$ cat src/rtl/cdt_pkg.sv
// ----------------------------------------------------------------------------
// cdt_pkg
// Shared types and constants for the cooldown timer table.
// ----------------------------------------------------------------------------
package cdt_pkg;

  localparam int TIME_W       = 20;
  localparam int STEP_W       = 16;
  localparam int DEPTH_DEF    = 16;
  localparam int KEY_BITS_DEF = 8;

  localparam logic [STEP_W-1:0] STEP_RESET = 16'd17;

  typedef enum logic [1:0] {
    CMD_PUSH     = 2'd0,
    CMD_TICK     = 2'd1,
    CMD_QUERY_KT = 2'd2,
    CMD_QUERY_K  = 2'd3
  } cmd_t;

  typedef enum logic [1:0] {
    EV_STARTED  = 2'd0,
    EV_EXPIRED  = 2'd1,
    EV_QUERY    = 2'd2,
    EV_REJECTED = 2'd3
  } kind_t;

  typedef enum logic [1:0] {
    SEL_PUSH = 2'd0,
    SEL_HIT  = 2'd1,
    SEL_MISS = 2'd2,
    SEL_HELD = 2'd3
  } sel_t;

  typedef struct packed {
    logic load;
    logic push_write;
    logic step;
    logic keep;
    logic hold;
    logic commit;
    logic out_load;
    sel_t out_sel;
    logic out_last;
  } ctrl_t;

  typedef struct packed {
    cmd_t cmd;
    logic scan_done;
    logic hit;
    logic expired;
    logic out_free;
    logic held_valid;
  } stat_t;

endpackage

$ cat src/rtl/cooldown_timer_table.sv
// ----------------------------------------------------------------------------
// cooldown_timer_table
// Ordered table of countdown timers with push, tick expiry and key queries.
// ----------------------------------------------------------------------------
// order: a push goes S_IDLE, S_DONE; a query or tick scans S_READ, S_EVAL per stored
// entry; a query hit leaves via S_HIT, a miss via S_DONE, and a tick ends in S_FLUSH
// flow: one word in flight, next taken the cycle after the last result is loaded;
// each entry costs a registered read and a compare; a full output register stalls
// reset: empties the table and sets tick_step to 17; no clearing pass
module cooldown_timer_table #(
  parameter int DEPTH    = cdt_pkg::DEPTH_DEF,
  parameter int KEY_BITS = cdt_pkg::KEY_BITS_DEF,
  parameter int IN_W     = ((KEY_BITS + 1 + cdt_pkg::TIME_W + 7) / 8) * 8,
  parameter int OUT_W    = ((KEY_BITS + 2 + cdt_pkg::TIME_W + 7) / 8) * 8
) (
  input  logic                       clk,
  input  logic                       rst,
  input  logic                       cfg_wen,
  input  logic [cdt_pkg::STEP_W-1:0] cfg_wdata,   // tick_step
  input  logic                       s_tvalid,
  output logic                       s_tready,
  input  logic [IN_W-1:0]            s_tdata,     // key, cd_type, duration
  input  logic [1:0]                 s_tuser,     // command
  output logic                       m_tvalid,
  input  logic                       m_tready,
  output logic [OUT_W-1:0]           m_tdata,     // key_out, type_out, remaining, found
  output logic [1:0]                 m_tuser,     // event_kind
  output logic                       m_tlast
);

  cdt_pkg::ctrl_t ctl;
  cdt_pkg::stat_t st;

  cdt_ctrl u_ctrl (
    .clk      (clk),
    .rst      (rst),
    .s_tvalid (s_tvalid),
    .in_cmd   (cdt_pkg::cmd_t'(s_tuser)),
    .s_tready (s_tready),
    .st       (st),
    .ctl      (ctl)
  );

  cdt_datapath #(
    .DEPTH    (DEPTH),
    .KEY_BITS (KEY_BITS),
    .IN_W     (IN_W),
    .OUT_W    (OUT_W)
  ) u_datapath (
    .clk       (clk),
    .rst       (rst),
    .cfg_wen   (cfg_wen),
    .cfg_wdata (cfg_wdata),
    .s_tdata   (s_tdata),
    .s_tuser   (s_tuser),
    .m_tvalid  (m_tvalid),
    .m_tready  (m_tready),
    .m_tdata   (m_tdata),
    .m_tuser   (m_tuser),
    .m_tlast   (m_tlast),
    .ctl       (ctl),
    .st        (st)
  );

endmodule

$ cat src/rtl/cdt_ctrl.sv
// ----------------------------------------------------------------------------
// cdt_ctrl
// Sequencer for push, tick scan with compaction, and query scan.
// ----------------------------------------------------------------------------
module cdt_ctrl (
  input  logic            clk,
  input  logic            rst,
  input  logic            s_tvalid,
  input  cdt_pkg::cmd_t   in_cmd,
  output logic            s_tready,
  input  cdt_pkg::stat_t  st,
  output cdt_pkg::ctrl_t  ctl
);

  typedef enum logic [5:0] {
    S_IDLE  = 6'b000001,
    S_READ  = 6'b000010,
    S_EVAL  = 6'b000100,
    S_HIT   = 6'b001000,
    S_DONE  = 6'b010000,
    S_FLUSH = 6'b100000
  } state_t;

  state_t state;
  state_t state_next;

  always_ff @(posedge clk) begin
    if (rst) begin
      state <= S_IDLE;
    end else begin
      state <= state_next;
    end
  end

  always_comb begin
    state_next   = state;
    s_tready     = 1'b0;
    ctl          = '0;
    ctl.out_sel  = cdt_pkg::SEL_PUSH;
    unique case (state)
      S_IDLE: begin
        s_tready = 1'b1;
        if (s_tvalid) begin
          ctl.load   = 1'b1;
          state_next = (in_cmd == cdt_pkg::CMD_PUSH) ? S_DONE : S_READ;
        end
      end
      S_READ: begin
        if (st.scan_done) begin
          state_next = (st.cmd == cdt_pkg::CMD_TICK) ? S_FLUSH : S_DONE;
        end else begin
          state_next = S_EVAL;
        end
      end
      S_EVAL: begin
        if (st.cmd == cdt_pkg::CMD_TICK) begin
          if (!st.expired) begin
            ctl.keep   = 1'b1;
            ctl.step   = 1'b1;
            state_next = S_READ;
          end else if (!st.held_valid || st.out_free) begin
            ctl.out_load = st.held_valid;
            ctl.out_sel  = cdt_pkg::SEL_HELD;
            ctl.hold     = 1'b1;
            ctl.step     = 1'b1;
            state_next   = S_READ;
          end
        end else if (st.hit) begin
          state_next = S_HIT;
        end else begin
          ctl.step   = 1'b1;
          state_next = S_READ;
        end
      end
      S_HIT: begin
        if (st.out_free) begin
          ctl.out_load = 1'b1;
          ctl.out_sel  = cdt_pkg::SEL_HIT;
          ctl.out_last = 1'b1;
          state_next   = S_IDLE;
        end
      end
      S_DONE: begin
        if (st.out_free) begin
          ctl.out_load   = 1'b1;
          ctl.out_last   = 1'b1;
          ctl.push_write = (st.cmd == cdt_pkg::CMD_PUSH);
          ctl.out_sel    = (st.cmd == cdt_pkg::CMD_PUSH) ? cdt_pkg::SEL_PUSH
                                                         : cdt_pkg::SEL_MISS;
          state_next     = S_IDLE;
        end
      end
      S_FLUSH: begin
        if (!st.held_valid || st.out_free) begin
          ctl.out_load = st.held_valid;
          ctl.out_sel  = cdt_pkg::SEL_HELD;
          ctl.out_last = 1'b1;
          ctl.commit   = 1'b1;
          state_next   = S_IDLE;
        end
      end
      default: begin
        state_next = S_IDLE;
      end
    endcase
  end

endmodule

$ cat src/rtl/cdt_datapath.sv
// ----------------------------------------------------------------------------
// cdt_datapath
// Timer store, scan index, compaction pointer, held expiry and output word.
// ----------------------------------------------------------------------------
module cdt_datapath #(
  parameter int DEPTH    = cdt_pkg::DEPTH_DEF,
  parameter int KEY_BITS = cdt_pkg::KEY_BITS_DEF,
  parameter int IN_W     = ((KEY_BITS + 1 + cdt_pkg::TIME_W + 7) / 8) * 8,
  parameter int OUT_W    = ((KEY_BITS + 2 + cdt_pkg::TIME_W + 7) / 8) * 8
) (
  input  logic                       clk,
  input  logic                       rst,
  input  logic                       cfg_wen,
  input  logic [cdt_pkg::STEP_W-1:0] cfg_wdata,
  input  logic [IN_W-1:0]            s_tdata,
  input  logic [1:0]                 s_tuser,
  output logic                       m_tvalid,
  input  logic                       m_tready,
  output logic [OUT_W-1:0]           m_tdata,
  output logic [1:0]                 m_tuser,
  output logic                       m_tlast,
  input  cdt_pkg::ctrl_t             ctl,
  output cdt_pkg::stat_t             st
);

  localparam int TW    = cdt_pkg::TIME_W;
  localparam int IDX_W = $clog2(DEPTH);
  localparam int CNT_W = $clog2(DEPTH + 1);

  logic [cdt_pkg::STEP_W-1:0] tick_step;

  logic [CNT_W-1:0]    count;
  logic [CNT_W-1:0]    idx;
  logic [CNT_W-1:0]    wr;

  cdt_pkg::cmd_t       cmd_r;
  logic [KEY_BITS-1:0] key_r;
  logic                type_r;
  logic [TW-1:0]       dur_r;

  logic [KEY_BITS-1:0] mem_key  [DEPTH];
  logic                mem_type [DEPTH];
  logic [TW-1:0]       mem_time [DEPTH];

  logic [KEY_BITS-1:0] rd_key;
  logic                rd_type;
  logic [TW-1:0]       rd_time;

  logic                held_valid;
  logic [KEY_BITS-1:0] held_key;
  logic                held_type;

  logic [KEY_BITS-1:0] o_key;
  logic                o_type;
  logic [TW-1:0]       o_rem;
  logic                o_found;

  logic [TW-1:0]       step_ext;
  logic [TW-1:0]       t_dec;
  logic                full;
  logic                wen;
  logic [IDX_W-1:0]    waddr;
  logic [KEY_BITS-1:0] wkey;
  logic                wtype;
  logic [TW-1:0]       wtime;

  assign step_ext = TW'(tick_step);
  assign t_dec    = (rd_time > step_ext) ? (rd_time - step_ext) : '0;
  assign full     = (count == CNT_W'(DEPTH));

  assign st.cmd        = cmd_r;
  assign st.scan_done  = (idx == count);
  assign st.hit        = (rd_key == key_r) &&
                         ((cmd_r == cdt_pkg::CMD_QUERY_K) || (rd_type == type_r));
  assign st.expired    = (t_dec == '0);
  assign st.out_free   = !m_tvalid || m_tready;
  assign st.held_valid = held_valid;

  always_ff @(posedge clk) begin
    if (rst) begin
      tick_step <= cdt_pkg::STEP_RESET;
    end else if (cfg_wen) begin
      tick_step <= cfg_wdata;
    end
  end

  always_ff @(posedge clk) begin
    if (ctl.load) begin
      cmd_r  <= cdt_pkg::cmd_t'(s_tuser);
      key_r  <= s_tdata[KEY_BITS-1:0];
      type_r <= s_tdata[KEY_BITS];
      dur_r  <= s_tdata[KEY_BITS+TW:KEY_BITS+1];
    end
  end

  // scan index and compaction pointer
  always_ff @(posedge clk) begin
    if (ctl.load) begin
      idx <= '0;
      wr  <= '0;
    end else begin
      if (ctl.step) begin
        idx <= idx + 1'b1;
      end
      if (ctl.keep) begin
        wr <= wr + 1'b1;
      end
    end
  end

  always_ff @(posedge clk) begin
    if (rst) begin
      count <= '0;
    end else if (ctl.push_write && !full) begin
      count <= count + 1'b1;
    end else if (ctl.commit) begin
      count <= wr;
    end
  end

  assign wen   = (ctl.push_write && !full) || ctl.keep;
  assign waddr = ctl.push_write ? count[IDX_W-1:0] : wr[IDX_W-1:0];
  assign wkey  = ctl.push_write ? key_r  : rd_key;
  assign wtype = ctl.push_write ? type_r : rd_type;
  assign wtime = ctl.push_write ? dur_r  : t_dec;

  always_ff @(posedge clk) begin
    if (wen) begin
      mem_key[waddr]  <= wkey;
      mem_type[waddr] <= wtype;
      mem_time[waddr] <= wtime;
    end
    rd_key  <= mem_key[idx[IDX_W-1:0]];
    rd_type <= mem_type[idx[IDX_W-1:0]];
    rd_time <= mem_time[idx[IDX_W-1:0]];
  end

  // expiry held back until the next one shows whether it is the final word
  always_ff @(posedge clk) begin
    if (rst || ctl.load || ctl.commit) begin
      held_valid <= 1'b0;
    end else if (ctl.hold) begin
      held_valid <= 1'b1;
    end
  end

  always_ff @(posedge clk) begin
    if (ctl.hold) begin
      held_key  <= rd_key;
      held_type <= rd_type;
    end
  end

  always_ff @(posedge clk) begin
    if (rst) begin
      m_tvalid <= 1'b0;
    end else if (ctl.out_load) begin
      m_tvalid <= 1'b1;
    end else if (m_tready) begin
      m_tvalid <= 1'b0;
    end
  end

  always_ff @(posedge clk) begin
    if (ctl.out_load) begin
      m_tlast <= ctl.out_last;
      unique case (ctl.out_sel)
        cdt_pkg::SEL_PUSH: begin
          m_tuser <= full ? cdt_pkg::EV_REJECTED : cdt_pkg::EV_STARTED;
          o_key   <= key_r;
          o_type  <= type_r;
          o_rem   <= dur_r;
          o_found <= 1'b0;
        end
        cdt_pkg::SEL_HIT: begin
          m_tuser <= cdt_pkg::EV_QUERY;
          o_key   <= key_r;
          o_type  <= (cmd_r == cdt_pkg::CMD_QUERY_K) ? rd_type : type_r;
          o_rem   <= rd_time;
          o_found <= 1'b1;
        end
        cdt_pkg::SEL_MISS: begin
          m_tuser <= cdt_pkg::EV_QUERY;
          o_key   <= key_r;
          o_type  <= (cmd_r == cdt_pkg::CMD_QUERY_K) ? 1'b0 : type_r;
          o_rem   <= '0;
          o_found <= 1'b0;
        end
        cdt_pkg::SEL_HELD: begin
          m_tuser <= cdt_pkg::EV_EXPIRED;
          o_key   <= held_key;
          o_type  <= held_type;
          o_rem   <= '0;
          o_found <= 1'b0;
        end
        default: begin
          m_tuser <= cdt_pkg::EV_QUERY;
          o_key   <= key_r;
          o_type  <= 1'b0;
          o_rem   <= '0;
          o_found <= 1'b0;
        end
      endcase
    end
  end

  assign m_tdata = OUT_W'({o_found, o_rem, o_type, o_key});

endmodule
$ cat config.mk
export PLATFORM = sky130hd
export DESIGN_NAME = cooldown_timer_table
export DESIGN_NICKNAME = d
export VERILOG_FILES = /design/src/rtl/cdt_pkg.sv /design/src/rtl/cooldown_timer_table.sv /design/src/rtl/cdt_ctrl.sv /design/src/rtl/cdt_datapath.sv
export SDC_FILE = /design/constraint.sdc
export NUM_CORES = 1
export LEC_CHECK = 0
export BUFFER_PORTS_ARGS = -buffer_cell sky130_fd_sc_hd__buf_2
export CORE_AREA = 2 2 268 270
export CTS_BUF_LIST = sky130_fd_sc_hd__clkbuf_4
export CTS_CLUSTER_DIAMETER = 60
export CTS_CLUSTER_SIZE = 12
export DETAILED_ROUTE_END_ITERATION = 10
export DIE_AREA = 0 0 270 272
export GPL_TIMING_DRIVEN = 0
export SLEW_MARGIN = 10
export SYNTH_ARGS = -nofsm -noshare
export SYNTH_HDL_FRONTEND = slang
export SYNTH_SLANG_ARGS = --single-unit
$ cat constraint.sdc
create_clock -name clk -period 6.1 [get_ports clk]
set_input_delay 1.83 -clock clk [delete_from_list [all_inputs] [get_ports clk]]
set_output_delay 1.83 -clock clk [all_outputs]
set_load 0.05 [all_outputs]
## After elaboration in Yosys (flattened, before gate mapping)

Memory sizes are Yosys's and may differ from the RTL's. A register that Yosys moved wholly into a read port is not among the register bits.
Index checks and enable logic that the tools add are counted.

| storage, ports and cells | value |
|---|---|
| bits in registers | 112 |
| latch bits | 0 |
| bits in writable memories | 464 |
| bits in read-only memories | 0 |
| input port bits | 55 |
| output and inout port bits | 37 |
| logic and storage cells | 122 |
| memories kept | 3 |

Memories:

| memory | depth | width | rd ports | clocked after memory_dff | write ports | line | RTL |
|---|---|---|---|---|---|---|---|
| u_datapath.mem_time | 16 | 20 | 1 | 1 | 1 | cdt_datapath.sv:43 | `logic [TW-1:0] mem_time [DEPTH];` |
| u_datapath.mem_key | 16 | 8 | 1 | 1 | 1 | cdt_datapath.sv:41 | `logic [KEY_BITS-1:0] mem_key [DEPTH];` |
| u_datapath.mem_type | 16 | 1 | 1 | 1 | 1 | cdt_datapath.sv:42 | `logic mem_type [DEPTH];` |

| operators by class | value |
|---|---|
| add/subtract/negate cells | 4 |
| $mul | 0 |
| divide/modulo/power cells | 0 |
| magnitude comparators | 1 |
| eq/ne operators | 19 |
| shifts and indexed selects | 0 |
| multiplexer cells | 53 |
| bitwise gates (word level) | 0 |
| reductions and logical operators | 23 |

Operators by type and width:

| cell | number |
|---|---|
| $pmux W20 S3 | 1 |
| $mux W6 | 8 |
| $mux W20 | 2 |
| $pmux W6 S5 | 1 |
| $gt A20 B16 Y1 | 1 |
| $logic_not A20 Y1 | 1 |
| $mux W5 | 4 |
| $sub A20 B16 Y20 | 1 |
| $mux W1 | 19 |
| $mux W4 | 4 |
| $pmux W8 S2 | 1 |
| $add A5 B1 Y5 const B | 3 |
| $mux W3 | 4 |
| $pmux W3 S4 | 1 |
| $eq A8 B8 Y1 | 1 |
| $mux W8 | 1 |
| $eq A2 B2 Y1 const B | 3 |
| $eq A6 B1 Y1 const B | 1 |
| $eq A6 B2 Y1 const B | 1 |
| $eq A6 B3 Y1 const B | 1 |
| $eq A6 B4 Y1 const B | 1 |
| $eq A6 B5 Y1 const B | 1 |
| $eq A6 B6 Y1 const B | 1 |
| $logic_not A2 Y1 | 3 |
| other kinds (19) | 35 |

## Depth between registers and ports, before layout

| depth | value |
|---|---|
| word-level depth | 10 |
| depth in mapped cells | 14 |
| mapped depth without buffers | 13 |

## By module

A second synthesis with hierarchy kept.

| unflattened totals | value |
|---|---|
| cell total of the unflattened synthesis | 1311 |
| area, all modules | 24359.6 um^2 |

By module, submodules not included:

| module | times used | cells an instance | area each (um^2) | sequential area each (um^2) |
|---|---|---|---|---|
| cdt_datapath | 1 | 1244 | 23852.9 | 17366.7 |
| cdt_ctrl | 1 | 67 | 506.7 | 120.1 |

## Least setup slack after synthesis

Ideal clock, no wire load.

| timing path | value |
|---|---|
| path type | input-to-reg |
| from | in m_tready |
| to | mem u_datapath.mem_key[0][0] (netlist bit) (enable) |
| setup time | 0.415 ns |
| data arrival time | 4.290 ns |
| data required time | 5.685 ns |
| setup slack | 1.395 ns |
| stages on the path | 7 |
| path buffers | 1 |
| cell sequence | or2b_2 -> nand3_1 -> nor4_1 -> clkbuf_1 -> mux2i_1 -> nand2_1 -> nor2_1 |

| on the way | value |
|---|---|
| word-level cells in the longest chain between the ends | 7 |
| elaborated cells on any way between the ends | 8 |
| those cells by class | mux (5); reduce/logical (3) |

RTL lines:

| element | line | RTL |
|---|---|---|
| from (decl) | cooldown_timer_table.sv:25 | `input logic m_tready,` |
| $logic_or A1 B1 Y1 (*) | cdt_datapath.sv:76 | `assign st.out_free = !m_tvalid \|\| m_tready;` |
| $mux W1 (*) | cdt_ctrl.sv:84 | `if (st.out_free) begin` |
| $mux W1 (*) | cdt_ctrl.sv:40 | `unique case (state)` |
| $logic_and A1 B1 Y1 | cdt_datapath.sv:121 | `assign wen = (ctl.push_write && !full) \|\| ctl.keep;` |
| $logic_or A1 B1 Y1 | cdt_datapath.sv:121 |  |
| $mux W1 | cdt_datapath.sv:128 | `if (wen) begin` |
| $mux W1 (not written as such) | cdt_datapath.sv:129 | `mem_key[waddr] <= wkey;` |
| to (decl) | cdt_datapath.sv:41 |  |

Every way passes the cells marked *; elsewhere a longest branch is shown, timed or not.

## Worst setup path in the final report

| timing path | value |
|---|---|
| from | reg u_datapath.rd_time[0], read port of u_datapath.mem_time |
| to | mem u_datapath.mem_time[15][3] (netlist bit) (enable) |

| on the way | value |
|---|---|
| word-level cells in the longest chain between the ends | 9 |
| elaborated cells on any way between the ends | 10 |
| those cells by class | add/sub (1); order compare (1); mux (6); reduce/logical (2) |

RTL lines:

| element | line | RTL |
|---|---|---|
| from (decl) | cdt_datapath.sv:47 | `logic [TW-1:0] rd_time;` |
| $sub A20 B16 Y20 or $gt A20 B16 Y1 (tied branches) | cdt_datapath.sv:68 | `assign t_dec = (rd_time > step_ext) ? (rd_time - step_ext) : '0;` |
| $mux W20 (*) | cdt_datapath.sv:68 |  |
| $logic_not A20 Y1 (*) | cdt_datapath.sv:75 | `assign st.expired = (t_dec == '0);` |
| $mux W1 (*) | cdt_ctrl.sv:57 | `if (!st.expired) begin` |
| $mux W2 (*) | cdt_ctrl.sv:56 | `if (st.cmd == cdt_pkg::CMD_TICK) begin` |
| $mux W3 (*) | cdt_ctrl.sv:40 |  |
| $logic_or A1 B1 Y1 (*) | cdt_datapath.sv:121 |  |
| $mux W1 (*) | cdt_datapath.sv:128 |  |
| $mux W1 (not written as such) (*) | cdt_datapath.sv:131 | `mem_time[waddr] <= wtime;` |
| to (decl) | cdt_datapath.sv:43 |  |

Marks and branches as above.

==> impl_metrics.py <==
metrics = {
    "power": {
        "max-vdd-ir-drop_v": 0.000162,
        "p_leak_uw": 0.00877,
        "p_per_area_nw_per_um2": 259,
        "totalPowerFinal_uw": 7140,
    },
    "synthesis": {
        "synth_edf_count": 537,
        "synth_area_leaders": "edfxtp_1 66%, mux4_2 13%, dfxtp_1 5.6%, nand2_1 1.4%, nor2_1 1.2%",
        "avgSynthCellArea_sq_um": 18.1,
        "synth_compound_area_share_pct": 4.57,
        "yosysTopAreaCell": "edfxtp_1",
        "synth.top_cells.by_count": "537 x edfxtp_1, 145 x mux4_2, 88 x nand2_1",
        "yosysUniqueCellTypes": 76,
        "synth_top_family_by_area": "multiplexers",
        "synth_xor_area_share_pct": 1.22,
        "syn_area_sq_um": 24400,
        "yosysMostFrequentCell": "edfxtp_1",
        "yosysWarnings": 0,
        "syn_inst": 1353,
        "synth_seq_cells": 605,
        "synth_top_area_share_pct": 66.0,
        "synth_adder_area_share_pct": 1.11,
        "synth.area.mux_share_pct": 14.6,
        "yosys.area_share.simple_pct": 5.24,
        "async_flop_share_pct": 0,
        "yosys_most_used_dff": "edfxtp_1",
        "ys_seq_area_share_pct": 71.5,
    },
    "clocking": {
        "cts_tree": "built",
        "clockBufferDepth": 3,
        "path_clk_slew_ps": 130,
        "post_cts_resized": 0,
        "numCtsBuffers": 57,
        "clock-root-buffer": "clkbuf_4",
        "htreeDepth": 2,
        "clkSinkCount": 605,
        "clkLatencyLatePin_ps": 870,
        "postCtsHoldBufs": 0,
        "cts_setup_buffers": 0,
    },
    "drt": {
        "drt.antenna.violating_nets": 0,
        "vias": 13114,
        "avgRoutedWirePerCell_um": 23.6,
        "drt_wl_total_um": 59700,
        "drc": 0,
        "drt-initial-drc-count": 1156,
        "dr.pass1.iters": 5,
        "vias_per_cell": 5.19,
    },
    "grt": {
        "antenna_found_initial": 3,
        "grt_pass1_vias": 13460,
        "grt_pass1_wl_um": 87500,
        "track_usage_pct": 16.1,
        "grt_max_degree": 28,
        "grt_remaining_overflow": 0,
    },
    "cells_and_area": {
        "fin_nets": 1605,
        "drive_gt1_share_pct": 27.7,
        "fill_cells": 6437,
        "synthToLayoutAreaGrowth_pct": 12.9,
    },
    "worst_setup_path": {
        "ff2ff_setup_slack_ps": 1180,
        "rr_startpoint": "u_datapath.rd_time[0]",
        "crit_type": "reg2reg",
        "arrival_ps": 5480,
        "r2r-end": "u_datapath.mem_time[15][3]",
        "reg2reg_depth": 15,
        "cp.required_ps": 6670,
        "startpoint_type": "flop",
        "cp_max_fo": 17,
        "critPathCaptureType": "flop",
    },
    "floorplanning": {
        "dieHeight_um": 272,
        "start_util_pct": 34.6,
        "die_w_um": 270,
        "num_rows": 98,
        "die_area_sq_um": 73400,
        "design.core.area_sq_um": 70800,
        "io_pins": 92,
    },
    "flow_run": {
        "drv_cap": 0,
    },
    "sta": {
        "slew_headroom_pct": 18.8,
        "setup_viol_count_final": 0,
        "post-route-min-period_ps": 4920,
        "slew_viol_final": 0,
        "finalWorstSetupSlack_ps": 1180,
        "timing.final.crit_share_pct": 80.6,
        "worst_pin_slew_ps": 1210,
        "worst_clock_skew_ps": 46.5,
        "max_freq_ghz": 0.203,
        "hold_viol_final": 0,
        "grt_setup_unrepaired": "false",
    },
    "min_path": {
        "hp-class": "reg2reg",
        "min_to": "u_datapath.tick_step[3]",
        "holdPathStages": 2,
        "hp-start": "u_datapath.tick_step[3]",
    },
    "placement": {
        "io_buffer_count": 84,
        "dp_slack_ps": 718,
        "hpwl_um": 38900,
        "finalWeightedCongestion": 0.893,
    },
    "outcome": {
        "outcome": "finished clean",
    },
}
==> registers in the layout, summed over array words and instances (netlist names), 2 cells and up <==
signal	flops
u_datapath.mem_time	320
u_datapath.mem_key	128
u_datapath.key_r	8
u_datapath.dur_r	20
u_datapath.cmd_r	2
u_datapath.o_rem	20
u_datapath.tick_step	16
u_datapath.o_key	8
u_datapath.idx	5
u_ctrl.state	6
u_datapath.rd_time	20
u_datapath.mem_type	16
u_datapath.rd_key	8
u_datapath.wr	5
u_datapath.held_key	8
u_datapath.count	5
u_datapath.m_tuser	2
==> metal layers <==
| layer | GRT usage, % | share of wire (%) | vias up |
|---|---|---|---|
| met5 | 0 | 0 | - |
| met4 | 4.74 | 2.4 | 0 |
| met3 | 2.95 | 6.0 | 88 |
| met2 | 27.8 | 50 | 416 |
| met1 | 20.8 | 42 | 6831 |
| li1 | - | - | 5779 |
==> final cells by class <==
class | count | area, sq um | area share, %
Clock buffer | 100 | 751 | 2.72
Multi-Input combinational cell | 650 | 6720 | 24.4
Inverter | 32 | 120 | 0.435
Clock inverter | 7 | 115 | 0.417
Tap cell | 950 | 1190 | 4.31
Timing Repair Buffer | 116 | 906 | 3.28
Antenna cell | 2 | 5.00 | 0.0181
Buffer | 67 | 305 | 1.11
Sequential cell | 605 | 17500 | 63.4
==> per-stage QoR <==
| stage | setup TNS [ps] | utilization (%) | cell area, sq um | hold WS (ps) | cells |
|---|---|---|---|---|---|
| 2_1_floorplan | 0 | - | 24500 | 446 | 1354 |
| 6_report | 0 | 39.0 | 27600 | 515 | 2529 |
| 3_5_place_dp | 0 | 37.7 | 26700 | 477 | 2418 |
| 4_1_cts | 0 | 39.0 | 27600 | 517 | 2525 |
| 5_1_grt | 0 | 39.0 | 27600 | 535 | 2529 |
| 3_3_place_gp | -312610 | 36.8 | 26100 | 465 | 2388 |
==> power by group <==
part	switching (uW)	internal, uW
Clock	1290	861
Combinational	247	121
Sequential	36.3	4590
==> kinds of logic (layout without fill, tap and decap cells) <==
family	Yosys count	after routing
and+or+nand+nor	266	266
adders and majority gates	21	21
other	1	4
muxes	172	172
xor gates and xnor gates	34	34
AOI/OAI and AO/OA	155	155
DFF	605	605
buffers and inverters	99	322
==> worst max-delay path by stage <==
stage                                      from                     endpoint  cells after the start
after floorplan                        m_tready     u_datapath.mem_key[0][0]                      7
after global placement                 m_tready   u_datapath.mem_time[12][8]                      8
after detailed placement               m_tready    u_datapath.mem_key[10][7]                      9
after CTS                 u_datapath.rd_time[0]  u_datapath.mem_time[13][11]                     15
after global routing      u_datapath.rd_time[0]   u_datapath.mem_time[12][5]                     15
final                     u_datapath.rd_time[0]   u_datapath.mem_time[15][3]                     15
==> critical path, cell delays in order, from the launching register on <==
cell,delay [ps]
dfxtp_1,360
inv_1,50
ha_1,260
fa_1,420
nand2b_1,200
a21oi_1,360
nor3_1,140
o21ai_0,290
xor2_1,390
nor4_2,90
and4b_1,200
buf_4,170
o32ai_1,430
nand2_1,370
nor2_4,590
buf_12,270
==> cells in the final DEF, fill, tap and decap left out, types with 10 or more instances in the layout <==
cell / instances
o21ai_1: 10
buf_1: 13
nand3_1: 12
mux2i_1: 19
edfxtp_1: 537
mux4_2: 145
buf_2: 86
xor2_1: 22
nand2b_1: 10
dfxtp_1: 68
a21oi_1: 27
xnor2_1: 12
buf_4: 16
buf_12: 17
inv_1: 32
ha_1: 20
a22o_1: 20
nor2_1: 64
nor3_1: 16
clkbuf_4: 100
o21ai_0: 23
clkbuf_1: 42
nand2_1: 88
nor2_4: 17
Note: power is estimated with default switching activity, not from simulation.
